**src/hw/rtl/mqfe_pkg.sv**
```systemverilog
`timescale 1ns / 1ps
// ----------------------------------------------------------------------------
// mqfe_pkg
// Shared codes and the beat type that walks the queue cell chain.
// ----------------------------------------------------------------------------
package mqfe_pkg;

    localparam int VALUE_W  = 32;
    localparam int CMD_W    = 2;
    localparam int QID_W    = 2;
    localparam int STATUS_W = 3;
    localparam int CFG_W    = 5;

    typedef enum logic [CMD_W-1:0] {
        CMD_PUSH = 2'd0,
        CMD_POP  = 2'd1,
        CMD_LIST = 2'd2
    } cmd_t;

    typedef enum logic [STATUS_W-1:0] {
        ST_INSERTED = 3'd0,
        ST_FULL     = 3'd1,
        ST_DELETED  = 3'd2,
        ST_EMPTY    = 3'd3,
        ST_LISTED   = 3'd4
    } status_t;

    // Command beat handed from cell to cell
    typedef struct packed {
        logic                      valid;
        logic [CMD_W-1:0]          cmd;
        logic [QID_W-1:0]          qid;
        logic                      ok;
        logic signed [VALUE_W-1:0] value;
    } beat_t;

endpackage

```
**src/hw/rtl/mqfe_if.sv**
```systemverilog
`timescale 1ns / 1ps
// ----------------------------------------------------------------------------
// mqfe interfaces
// Valid/ready channels for commands, results and the capacity register.
// ----------------------------------------------------------------------------
interface mqfe_req_if;
    logic                                  valid;
    logic                                  ready;
    logic [mqfe_pkg::CMD_W-1:0]            cmd;
    logic [mqfe_pkg::QID_W-1:0]            queue_id;
    logic signed [mqfe_pkg::VALUE_W-1:0]   value;

    modport source (output valid, output cmd, output queue_id, output value, input ready);
    modport sink   (input valid, input cmd, input queue_id, input value, output ready);
endinterface

interface mqfe_rsp_if;
    logic                                  valid;
    logic                                  ready;
    logic [mqfe_pkg::STATUS_W-1:0]         status;
    logic signed [mqfe_pkg::VALUE_W-1:0]   data;
    logic                                  last;

    modport source (output valid, output status, output data, output last, input ready);
    modport sink   (input valid, input status, input data, input last, output ready);
endinterface

interface mqfe_cfg_if;
    logic                                  valid;
    logic                                  ready;
    logic [mqfe_pkg::CFG_W-1:0]            queue_capacity;

    modport source (output valid, output queue_capacity, input ready);
    modport sink   (input valid, input queue_capacity, output ready);
endinterface

```
**src/hw/rtl/mqfe_ram.sv**
```systemverilog
`timescale 1ns / 1ps
// ----------------------------------------------------------------------------
// mqfe_ram
// Generic single-write, single-read RAM with registered read data.
// ----------------------------------------------------------------------------
module mqfe_ram #(
    parameter int WIDTH = 32,
    parameter int DEPTH = 64
) (
    input  logic                                       clk,
    input  logic                                       wr_en,
    input  logic [(DEPTH > 1 ? $clog2(DEPTH) : 1)-1:0] wr_addr,
    input  logic [WIDTH-1:0]                           wr_data,
    input  logic                                       rd_en,
    input  logic [(DEPTH > 1 ? $clog2(DEPTH) : 1)-1:0] rd_addr,
    output logic [WIDTH-1:0]                           rd_data
);

    logic [WIDTH-1:0] mem [DEPTH];
    logic [WIDTH-1:0] rd_data_reg;

    always_ff @(posedge clk)
    begin
        if (wr_en)
        begin
            mem[wr_addr] <= wr_data;
        end
        // hold read data when no read is issued
        if (rd_en)
        begin
            rd_data_reg <= mem[rd_addr];
        end
    end

    assign rd_data = rd_data_reg;

endmodule

```
**src/hw/rtl/mqfe_cell.sv**
```systemverilog
`timescale 1ns / 1ps
// ----------------------------------------------------------------------------
// mqfe_cell
// One queue's head and count; claims the passing beat if it names this queue.
// ----------------------------------------------------------------------------
module mqfe_cell #(
    parameter int CAPACITY_MAX = 16,
    parameter int IDX          = 0
) (
    input  logic                                                     clk,
    input  logic                                                     rst_n,
    input  logic [((CAPACITY_MAX + 1 > 32 ? $clog2(CAPACITY_MAX + 1) : 5))-1:0] cap,
    input  mqfe_pkg::beat_t                                          beat_in,
    input  logic [(CAPACITY_MAX > 1 ? $clog2(CAPACITY_MAX) : 1)-1:0] head_in,
    input  logic [$clog2(CAPACITY_MAX + 1)-1:0]                      cnt_in,
    output mqfe_pkg::beat_t                                          beat_out,
    output logic [(CAPACITY_MAX > 1 ? $clog2(CAPACITY_MAX) : 1)-1:0] head_out,
    output logic [$clog2(CAPACITY_MAX + 1)-1:0]                      cnt_out
);

    localparam int HEAD_W = CAPACITY_MAX > 1 ? $clog2(CAPACITY_MAX) : 1;
    localparam int CNT_W  = $clog2(CAPACITY_MAX + 1);
    localparam int CMP_W  = CAPACITY_MAX + 1 > 32 ? $clog2(CAPACITY_MAX + 1) : 5;

    logic [HEAD_W-1:0] head_reg, head_next;
    logic [CNT_W-1:0]  cnt_reg, cnt_next;
    mqfe_pkg::beat_t   beat_reg, beat_next;
    logic [HEAD_W-1:0] head_out_reg, head_out_next;
    logic [CNT_W-1:0]  cnt_out_reg, cnt_out_next;

    always_comb
    begin
        beat_next     = beat_in;
        head_out_next = head_in;
        cnt_out_next  = cnt_in;
        head_next     = head_reg;
        cnt_next      = cnt_reg;
        if (beat_in.valid && (32'(beat_in.qid) == IDX))
        begin
            // hand on this queue's state as it was before the command
            head_out_next = head_reg;
            cnt_out_next  = cnt_reg;
            unique case (beat_in.cmd)
                mqfe_pkg::CMD_PUSH:
                begin
                    beat_next.ok = CMP_W'(cnt_reg) < cap;
                    if (CMP_W'(cnt_reg) < cap)
                    begin
                        cnt_next = cnt_reg + CNT_W'(1);
                    end
                end
                mqfe_pkg::CMD_POP:
                begin
                    beat_next.ok = cnt_reg != '0;
                    if (cnt_reg != '0)
                    begin
                        cnt_next  = cnt_reg - CNT_W'(1);
                        head_next = (head_reg == HEAD_W'(CAPACITY_MAX - 1)) ?
                                    '0 : head_reg + HEAD_W'(1);
                    end
                end
                mqfe_pkg::CMD_LIST:
                begin
                    beat_next.ok = cnt_reg != '0;
                end
                default:
                begin
                    beat_next.ok = 1'b0;
                end
            endcase
        end
    end

    always_ff @(posedge clk or negedge rst_n)
    begin
        if (!rst_n)
        begin
            head_reg <= '0;
            cnt_reg  <= '0;
            beat_reg <= '0;
        end
        else
        begin
            head_reg <= head_next;
            cnt_reg  <= cnt_next;
            beat_reg <= beat_next;
        end
    end

    always_ff @(posedge clk)
    begin
        head_out_reg <= head_out_next;
        cnt_out_reg  <= cnt_out_next;
    end

    assign beat_out = beat_reg;
    assign head_out = head_out_reg;
    assign cnt_out  = cnt_out_reg;

endmodule

```
**src/hw/rtl/multi_queue_fifo_engine_top.sv**
```systemverilog
`timescale 1ns / 1ps
// ----------------------------------------------------------------------------
// multi_queue_fifo_engine_top
// Several bounded FIFO queues sharing one entry RAM and one command port.
// ----------------------------------------------------------------------------
// Each command walks a chain of NUM_QUEUES cells, one cell per cycle; the cell
// of the addressed queue checks and updates its head and count on the way.
// The engine then writes or reads the shared entry RAM and returns results.
// One command is in flight at a time, and a display of n entries streams
// one entry per cycle from the RAM's single read port while the result
// side keeps up. The capacity register is written only while the engine
// is idle, ahead of a waiting command, and resets to 16; values above
// CAPACITY_MAX act as CAPACITY_MAX.
module multi_queue_fifo_engine_top #(
    parameter int NUM_QUEUES   = 4,
    parameter int CAPACITY_MAX = 16
) (
    input  logic        clk,
    input  logic        rst_n,
    mqfe_req_if.sink    req,
    mqfe_rsp_if.source  rsp,
    mqfe_cfg_if.sink    cfg
);

    localparam int HEAD_W = CAPACITY_MAX > 1 ? $clog2(CAPACITY_MAX) : 1;
    localparam int CNT_W  = $clog2(CAPACITY_MAX + 1);
    localparam int CMP_W  = CAPACITY_MAX + 1 > 32 ? $clog2(CAPACITY_MAX + 1) : 5;
    localparam int SUM_W  = CNT_W + 1;
    localparam int DEPTH  = NUM_QUEUES * CAPACITY_MAX;
    localparam int AW     = DEPTH > 1 ? $clog2(DEPTH) : 1;
    localparam int VW     = mqfe_pkg::VALUE_W;

    typedef enum logic [3:0] {
        S_IDLE = 4'b0001,
        S_WALK = 4'b0010,
        S_EXEC = 4'b0100,
        S_LIST = 4'b1000
    } state_t;

    state_t state_reg, state_next;

    logic [mqfe_pkg::CFG_W-1:0] capacity_reg;
    logic [CMP_W-1:0]           cap_eff;

    mqfe_pkg::beat_t   chain_beat [NUM_QUEUES + 1];
    logic [HEAD_W-1:0] chain_head [NUM_QUEUES + 1];
    logic [CNT_W-1:0]  chain_cnt  [NUM_QUEUES + 1];

    logic [mqfe_pkg::CMD_W-1:0] job_cmd_reg;
    logic [mqfe_pkg::QID_W-1:0] job_q_reg;
    logic                       job_ok_reg;
    logic signed [VW-1:0]       job_value_reg;
    logic [HEAD_W-1:0]          job_head_reg;
    logic [CNT_W-1:0]           job_cnt_reg;

    logic [CNT_W-1:0] list_idx_reg, list_idx_next;
    logic [CNT_W-1:0] emit_idx_reg, emit_idx_next;
    logic             rd_pend_reg, rd_pend_next;

    logic                          out_valid_reg, out_valid_next;
    logic [mqfe_pkg::STATUS_W-1:0] out_status_reg, out_status_next;
    logic signed [VW-1:0]          out_data_reg, out_data_next;
    logic                          out_last_reg, out_last_next;

    logic          out_free;
    logic          req_accept;
    logic          wr_en, rd_en;
    logic [AW-1:0] wr_addr, rd_addr;
    logic [VW-1:0] rd_data;
    logic          list_load;

    function automatic logic [AW-1:0] slot_addr(
        input logic [mqfe_pkg::QID_W-1:0] q,
        input logic [HEAD_W-1:0]          head,
        input logic [CNT_W-1:0]           off
    );
        logic [SUM_W-1:0] sum;
        logic [SUM_W-1:0] wrapped;
        begin
            sum     = SUM_W'(head) + SUM_W'(off);
            wrapped = (sum >= SUM_W'(CAPACITY_MAX)) ? sum - SUM_W'(CAPACITY_MAX) : sum;
            slot_addr = AW'(32'(q) * CAPACITY_MAX + 32'(wrapped));
        end
    endfunction

    function automatic logic [mqfe_pkg::QID_W-1:0] qid_wrap(
        input logic [mqfe_pkg::QID_W-1:0] q
    );
        logic [mqfe_pkg::QID_W-1:0] r;
        begin
            r = q;
            // fold ids past the last queue back into range
            for (int k = 0; k < (1 << mqfe_pkg::QID_W); k++)
            begin
                if (32'(r) >= NUM_QUEUES)
                begin
                    r = r - mqfe_pkg::QID_W'(NUM_QUEUES);
                end
            end
            qid_wrap = r;
        end
    endfunction

    // ------------------------------------------------------------------ config
    assign cfg.ready = state_reg == S_IDLE;
    assign cap_eff   = (CMP_W'(capacity_reg) > CMP_W'(CAPACITY_MAX)) ?
                       CMP_W'(CAPACITY_MAX) : CMP_W'(capacity_reg);

    // ------------------------------------------------------------------ chain
    // hold commands while a capacity write is offered
    assign req.ready  = (state_reg == S_IDLE) && !cfg.valid;
    assign req_accept = req.valid && req.ready;

    always_comb
    begin
        chain_beat[0].valid = req_accept;
        chain_beat[0].cmd   = req.cmd;
        chain_beat[0].qid   = qid_wrap(req.queue_id);
        chain_beat[0].ok    = 1'b0;
        chain_beat[0].value = req.value;
    end
    assign chain_head[0] = '0;
    assign chain_cnt[0]  = '0;

    for (genvar i = 0; i < NUM_QUEUES; i++)
    begin : g_cell
        mqfe_cell #(
            .CAPACITY_MAX (CAPACITY_MAX),
            .IDX          (i)
        ) u_cell (
            .clk      (clk),
            .rst_n    (rst_n),
            .cap      (cap_eff),
            .beat_in  (chain_beat[i]),
            .head_in  (chain_head[i]),
            .cnt_in   (chain_cnt[i]),
            .beat_out (chain_beat[i+1]),
            .head_out (chain_head[i+1]),
            .cnt_out  (chain_cnt[i+1])
        );
    end

    // ------------------------------------------------------------------ RAM
    assign wr_addr = slot_addr(job_q_reg, job_head_reg, job_cnt_reg);
    assign rd_addr = slot_addr(job_q_reg, job_head_reg, list_idx_reg);

    mqfe_ram #(
        .WIDTH (VW),
        .DEPTH (DEPTH)
    ) u_ram (
        .clk     (clk),
        .wr_en   (wr_en),
        .wr_addr (wr_addr),
        .wr_data (job_value_reg),
        .rd_en   (rd_en),
        .rd_addr (rd_addr),
        .rd_data (rd_data)
    );

    // ------------------------------------------------------------------ control
    assign out_free  = !out_valid_reg || rsp.ready;
    assign list_load = (state_reg == S_LIST) && rd_pend_reg && out_free;

    always_comb
    begin
        state_next      = state_reg;
        list_idx_next   = list_idx_reg;
        emit_idx_next   = emit_idx_reg;
        rd_pend_next    = rd_pend_reg;
        out_valid_next  = out_valid_reg && !rsp.ready;
        out_status_next = out_status_reg;
        out_data_next   = out_data_reg;
        out_last_next   = out_last_reg;
        wr_en           = 1'b0;
        rd_en           = 1'b0;

        unique case (state_reg)
            S_IDLE:
            begin
                if (req_accept)
                begin
                    state_next = S_WALK;
                end
            end
            S_WALK:
            begin
                if (chain_beat[NUM_QUEUES].valid)
                begin
                    state_next = S_EXEC;
                end
            end
            S_EXEC:
            begin
                unique case (job_cmd_reg)
                    mqfe_pkg::CMD_PUSH:
                    begin
                        if (out_free)
                        begin
                            wr_en           = job_ok_reg;
                            out_valid_next  = 1'b1;
                            out_status_next = job_ok_reg ? mqfe_pkg::ST_INSERTED :
                                                           mqfe_pkg::ST_FULL;
                            out_data_next   = '0;
                            out_last_next   = 1'b1;
                            state_next      = S_IDLE;
                        end
                    end
                    mqfe_pkg::CMD_POP:
                    begin
                        if (out_free)
                        begin
                            out_valid_next  = 1'b1;
                            out_status_next = job_ok_reg ? mqfe_pkg::ST_DELETED :
                                                           mqfe_pkg::ST_EMPTY;
                            out_data_next   = '0;
                            out_last_next   = 1'b1;
                            state_next      = S_IDLE;
                        end
                    end
                    mqfe_pkg::CMD_LIST:
                    begin
                        if (job_ok_reg)
                        begin
                            list_idx_next = '0;
                            emit_idx_next = '0;
                            rd_pend_next  = 1'b0;
                            state_next    = S_LIST;
                        end
                        else if (out_free)
                        begin
                            out_valid_next  = 1'b1;
                            out_status_next = mqfe_pkg::ST_EMPTY;
                            out_data_next   = '0;
                            out_last_next   = 1'b1;
                            state_next      = S_IDLE;
                        end
                    end
                    default:
                    begin
                        // drop unknown command without a result
                        state_next = S_IDLE;
                    end
                endcase
            end
            S_LIST:
            begin
                // issue the next read only if its data will have a place to go
                rd_en = (list_idx_reg != job_cnt_reg) && (!rd_pend_reg || list_load);
                if (rd_en)
                begin
                    list_idx_next = list_idx_reg + CNT_W'(1);
                end
                if (list_load)
                begin
                    out_valid_next  = 1'b1;
                    out_status_next = mqfe_pkg::ST_LISTED;
                    out_data_next   = rd_data;
                    out_last_next   = (emit_idx_reg + CNT_W'(1)) == job_cnt_reg;
                    emit_idx_next   = emit_idx_reg + CNT_W'(1);
                    if ((emit_idx_reg + CNT_W'(1)) == job_cnt_reg)
                    begin
                        state_next = S_IDLE;
                    end
                end
                rd_pend_next = rd_en || (rd_pend_reg && !list_load);
            end
            default:
            begin
                state_next = S_IDLE;
            end
        endcase
    end

    always_ff @(posedge clk or negedge rst_n)
    begin
        if (!rst_n)
        begin
            state_reg     <= S_IDLE;
            capacity_reg  <= mqfe_pkg::CFG_W'(16);
            rd_pend_reg   <= 1'b0;
            out_valid_reg <= 1'b0;
        end
        else
        begin
            state_reg     <= state_next;
            rd_pend_reg   <= rd_pend_next;
            out_valid_reg <= out_valid_next;
            if (cfg.valid && cfg.ready)
            begin
                capacity_reg <= cfg.queue_capacity;
            end
        end
    end

    always_ff @(posedge clk)
    begin
        if ((state_reg == S_WALK) && chain_beat[NUM_QUEUES].valid)
        begin
            job_cmd_reg   <= chain_beat[NUM_QUEUES].cmd;
            job_q_reg     <= chain_beat[NUM_QUEUES].qid;
            job_ok_reg    <= chain_beat[NUM_QUEUES].ok;
            job_value_reg <= chain_beat[NUM_QUEUES].value;
            job_head_reg  <= chain_head[NUM_QUEUES];
            job_cnt_reg   <= chain_cnt[NUM_QUEUES];
        end
        list_idx_reg   <= list_idx_next;
        emit_idx_reg   <= emit_idx_next;
        out_status_reg <= out_status_next;
        out_data_reg   <= out_data_next;
        out_last_reg   <= out_last_next;
    end

    assign rsp.valid  = out_valid_reg;
    assign rsp.status = out_status_reg;
    assign rsp.data   = out_data_reg;
    assign rsp.last   = out_last_reg;

endmodule
```
**src/flat_wrapper.sv**
```systemverilog
// flat-port wrapper written by rule: the top's interface ports become plain ports
module multi_queue_fifo_engine_top_flat 
#(
    parameter int NUM_QUEUES   = 4,
    parameter int CAPACITY_MAX = 16
)
  (clk, rst_n, req_valid, req_cmd, req_queue_id, req_value, req_ready, rsp_valid, rsp_status, rsp_data, rsp_last, rsp_ready, cfg_valid, cfg_queue_capacity, cfg_ready);
  mqfe_req_if req_i ();
  mqfe_rsp_if rsp_i ();
  mqfe_cfg_if cfg_i ();
  input  logic clk;
  input  logic rst_n;
  input wire logic [$bits(req_i.valid)-1:0] req_valid;
  input wire logic [$bits(req_i.cmd)-1:0] req_cmd;
  input wire logic [$bits(req_i.queue_id)-1:0] req_queue_id;
  input wire logic [$bits(req_i.value)-1:0] req_value;
  output wire logic [$bits(req_i.ready)-1:0] req_ready;
  output wire logic [$bits(rsp_i.valid)-1:0] rsp_valid;
  output wire logic [$bits(rsp_i.status)-1:0] rsp_status;
  output wire logic [$bits(rsp_i.data)-1:0] rsp_data;
  output wire logic [$bits(rsp_i.last)-1:0] rsp_last;
  input wire logic [$bits(rsp_i.ready)-1:0] rsp_ready;
  input wire logic [$bits(cfg_i.valid)-1:0] cfg_valid;
  input wire logic [$bits(cfg_i.queue_capacity)-1:0] cfg_queue_capacity;
  output wire logic [$bits(cfg_i.ready)-1:0] cfg_ready;
  assign req_i.valid = req_valid;
  assign req_i.cmd = req_cmd;
  assign req_i.queue_id = req_queue_id;
  assign req_i.value = req_value;
  assign req_ready = req_i.ready;
  assign rsp_valid = rsp_i.valid;
  assign rsp_status = rsp_i.status;
  assign rsp_data = rsp_i.data;
  assign rsp_last = rsp_i.last;
  assign rsp_i.ready = rsp_ready;
  assign cfg_i.valid = cfg_valid;
  assign cfg_i.queue_capacity = cfg_queue_capacity;
  assign cfg_ready = cfg_i.ready;
  multi_queue_fifo_engine_top #(.NUM_QUEUES(NUM_QUEUES), .CAPACITY_MAX(CAPACITY_MAX)) u_core (.clk(clk), .rst_n(rst_n), .req(req_i), .rsp(rsp_i), .cfg(cfg_i));
endmodule
```
**config.mk**
```make
export PLATFORM = sky130hd
export DESIGN_NAME = multi_queue_fifo_engine_top_flat
export DESIGN_NICKNAME = d
export VERILOG_FILES = /design/src/hw/rtl/mqfe_pkg.sv /design/src/hw/rtl/mqfe_if.sv /design/src/hw/rtl/mqfe_ram.sv /design/src/hw/rtl/mqfe_cell.sv /design/src/hw/rtl/multi_queue_fifo_engine_top.sv /design/src/flat_wrapper.sv
export SDC_FILE = /design/constraint.sdc
export NUM_CORES = 2
export LEC_CHECK = 0
export ABC_CLOCK_PERIOD_IN_PS = 9850
export BUFFER_PORTS_ARGS = -buffer_cell sky130_fd_sc_hd__buf_2
export CAP_MARGIN = 0
export CORE_ASPECT_RATIO = 0.6
export CORE_MARGIN = 3
export CORE_UTILIZATION = 57
export CTS_CLUSTER_DIAMETER = 150
export DETAILED_ROUTE_END_ITERATION = 12
export GPL_TIMING_DRIVEN = 0
export PLACE_DENSITY = 0.83
export SYNTH_ARGS = -nofsm -noshare
export SYNTH_HDL_FRONTEND = slang
export SYNTH_SLANG_ARGS = --single-unit
```
**constraint.sdc**
```tcl
create_clock -name clk -period 9.85 [get_ports clk]
set_input_delay 0.4925 -clock clk [delete_from_list [all_inputs] [get_ports clk]]
set_output_delay 0.4925 -clock clk [all_outputs]
set_load 0.01 [all_outputs]
```
==> impl_metrics.toml <==
[worst_setup_path]
slowest_delay_ns = 1.13
crit_path_frequent_cell = "clkbuf_1"
cpMaxStageDelayCell = "clkbuf_1"
crit_fanout = 10
r2r_end = "u_core.u_ram.rd_data[23]"
worst_ep_required_time_ns = 10.41
r2r_start = "u_core.list_idx_reg[0]"
cp-end-kind = "register"
rrSetupSlack_ns = 2.78
path_cells = "ha_1 -> fa_1 -> clkbuf_1 -> clkbuf_1 -> buf_1 -> mux4_2 -> mux2i_1 -> o22ai_1 -> or4_1"
worst-r2r-cell-count = 9
crit_type = "register to register"
critPathArrivalTime_ns = 7.63
cp-start-kind = "register"

[route]
ant_nets = 1
vias_per_cell = 7.11
drt_wl_total_um = 264000
first_pass_iters = 7
num_vias = 48700
drt_iter0_markers = 8567
wl_per_cell_um = 38.6
drc = 0

[floorplan]
core_area_sq_mm = 0.157
initial_utilization_pct = 57.9
ios = 85
dieArea_sq_mm = 0.164
fp.dieW_um = 521
die_h_um = 315
num_rows = 112

[sta]
fin_crit_ns = 7.07
slew_headroom_pct = -1.24
rsz0062_at_grt = "no"
finalSetupViolCount = 0
tightestPinTransition_ns = 1.51
slew_violations = 9
skew_ns = 0.0532
fin_crit_sh_pct = 71.8
finalHoldViolCount = 0
setup_tns_ns = 0
fmax_mhz = 141

[logic_synthesis]
synthAdderAreaFrac_pct = 0.958
synthMuxAreaShare_pct = 16.1
postSynthCellCount = 4085
synthSimpleGateAreaFrac_pct = 1.78
syn_area_sq_mm = 0.0909
synth-xor-area-share_pct = 0.443
yosys_warnings = 0
async_flop_share_pct = 8.27
yosys_register_bits = 2407
synth_cell_type_count = 56
synth_top_family_by_area = "multiplexers"
yosysSeqAreaShare_pct = 78.1
syn_nets = 4197
synth_compound_area_share_pct = 1.58
synth_edf_count = 2172
synthFlopType = "edfxtp_1"
avgSynthCellArea_sq_um = 22.2

[global_routing]
grt_max_degree = 127
grt_pass1_vias = 48400
grt_pass1_wl_um = 369000
grt_usage_pct = 32.5
grt-ovfl-total = 0
antenna_found_initial = 34

[clock_tree]
cts_tree = "done"
cts-root-buf = "clkbuf_16"
hold_buffers = 44
clk_latency_ns = 0.85
post_cts_buffers = 0
clockBufferDepth = 3
clk_pin_slew_worst_paths_ns = 0.07
numClockSinks = 2407
cts_resized = 0
cts.htree.levels = 4
cts_inserted_buffers = 193

[place]
port-buffer-count = 84
gp_congestion = 0.896
place_hpwl_um = 166000
placed_cells = 6423

[status]
status = "complete, but fails checks"
violations = "antenna violations, max-capacitance violations, max-slew violations"

[worst_hold_path]
min-delay-start = "cfg_valid"
min_to = "u_core.g_cell[0].u_cell.beat_out[37]"
whs_path_depth = 3
hp-class = "input port to register"

[pwr]
power_w = 0.0195
vdd_drop_max_mv = 0.216
p_per_area_mw_per_mm2 = 186
leakage_nw = 35.4

[finish]
final_common_cell = "edfxtp_1"
seq_area_sq_mm = 0.0709
largest_register_ffs = 2048
fillers = 9116
final_cell_mix = "edfxtp_1 (2,172), mux4_2 (512), mux2i_1 (260), dfrtp_1 (197), clkbuf_16 (194)"
multi_input_area_sq_mm = 0.0194
fin_nets = 4665
stdcell_count = 6847
syn2layout_area_growth_pct = 15.4
largest-register = "u_core.u_ram.mem"
drive_gt1_share_pct = 25.9

[job]
drv_cap = 1
## synthesized netlist by cell type, drive strengths merged (36+ instances only)
cell type	number	area share (%)
edfxtp	2172	72
mux4	512	13
mux2i	260	2.9
dfrtp	197	5.4
o22ai	128	0.88
nor2	102	0.42
buf	96	0.66
clkbuf	83	0.34
ha	60	0.83
nand2	59	0.24
and2	45	0.31
mux2	40	0.50
dfxtp	36	0.79
## cell type report
type	count	area share (%)
flip-flops and latches	2407	67.6
multi-input cells	1466	18.5
clock buffers	247	4.88
repair buffers	273	4.22
well taps	2109	2.52
clock inverters	109	1.16
plain buffers	179	0.867
inverters	33	0.118
diodes	24	0.0573
## worst max path at each step
stage / from / cells after the start / slack, ns / end
after floorplan: u_core.job_cnt_reg[0] / 13 / 5.28 / u_core.u_ram.mem[0][0]
after CTS: u_core.list_idx_reg[0] / 9 / 3.61 / u_core.u_ram.rd_data[23]
final: u_core.list_idx_reg[0] / 9 / 2.78 / u_core.u_ram.rd_data[23]
after global placement: u_core.job_cnt_reg[0] / 13 / 3.71 / u_core.u_ram.mem[21][15]
after detailed placement: u_core.list_idx_reg[0] / 9 / 3.61 / u_core.u_ram.rd_data[23]
after global routing: u_core.list_idx_reg[0] / 9 / 3.10 / u_core.u_ram.rd_data[24]
## power by group
part	total (W)	internal [W]	switching [W]	leakage [nW]
Clock	0.00793	0.00417	0.00376	3.08
Combinational	0.000457	0.000198	0.000259	10.0
Sequential	0.0112	0.0111	0.0000976	22.3
Total	0.0195	0.0154	0.00412	35.4
## metal layers
layer	global-route usage (%)	up-vias	part of all wire, %
li1	-	17900	-
met1	43.2	24900	33
met2	47.0	4937	44
met3	15.1	892	18
met4	13.3	22	4.8
met5	0	-	0.13
## cell families (layout without fill, tap and decap cells)
| logic type | Yosys count | count (layout) |
|---|---|---|
| compound gates | 226 | 226 |
| simple gates | 316 | 316 |
| xor+xnor | 46 | 46 |
| flops | 2407 | 2407 |
| mux | 812 | 812 |
| fa+ha+maj | 66 | 66 |
| buf+inv | 212 | 841 |
| other cells | 0 | 24 |
## critical path, delay by kind of cell (launching register included)
kind,cells,cell delay [ns]
buffers and inverters,3,3.25
AOI/OAI and AO/OA,1,0.47
muxes,2,1.19
adders and majority gates,2,0.80
DFF,1,0.49
and+or+nand+nor,1,0.58
## through the flow
stage | hold slack, ns | worst slack, ns | utilization (%) | instance area, sq um
4_1_cts | 0.0201 | 3.61 | 66.8 | 105000
2_1_floorplan | 0.197 | 5.28 | - | 90900
5_1_grt | 0.0807 | 3.10 | 66.8 | 105000
3_5_place_dp | 0.270 | 3.61 | 62.4 | 98000
3_3_place_gp | 0.335 | 3.71 | 59.8 | 93900
6_report | 0.0635 | 2.78 | 66.8 | 105000
No activity file was read; power rests on OpenSTA's default activity.
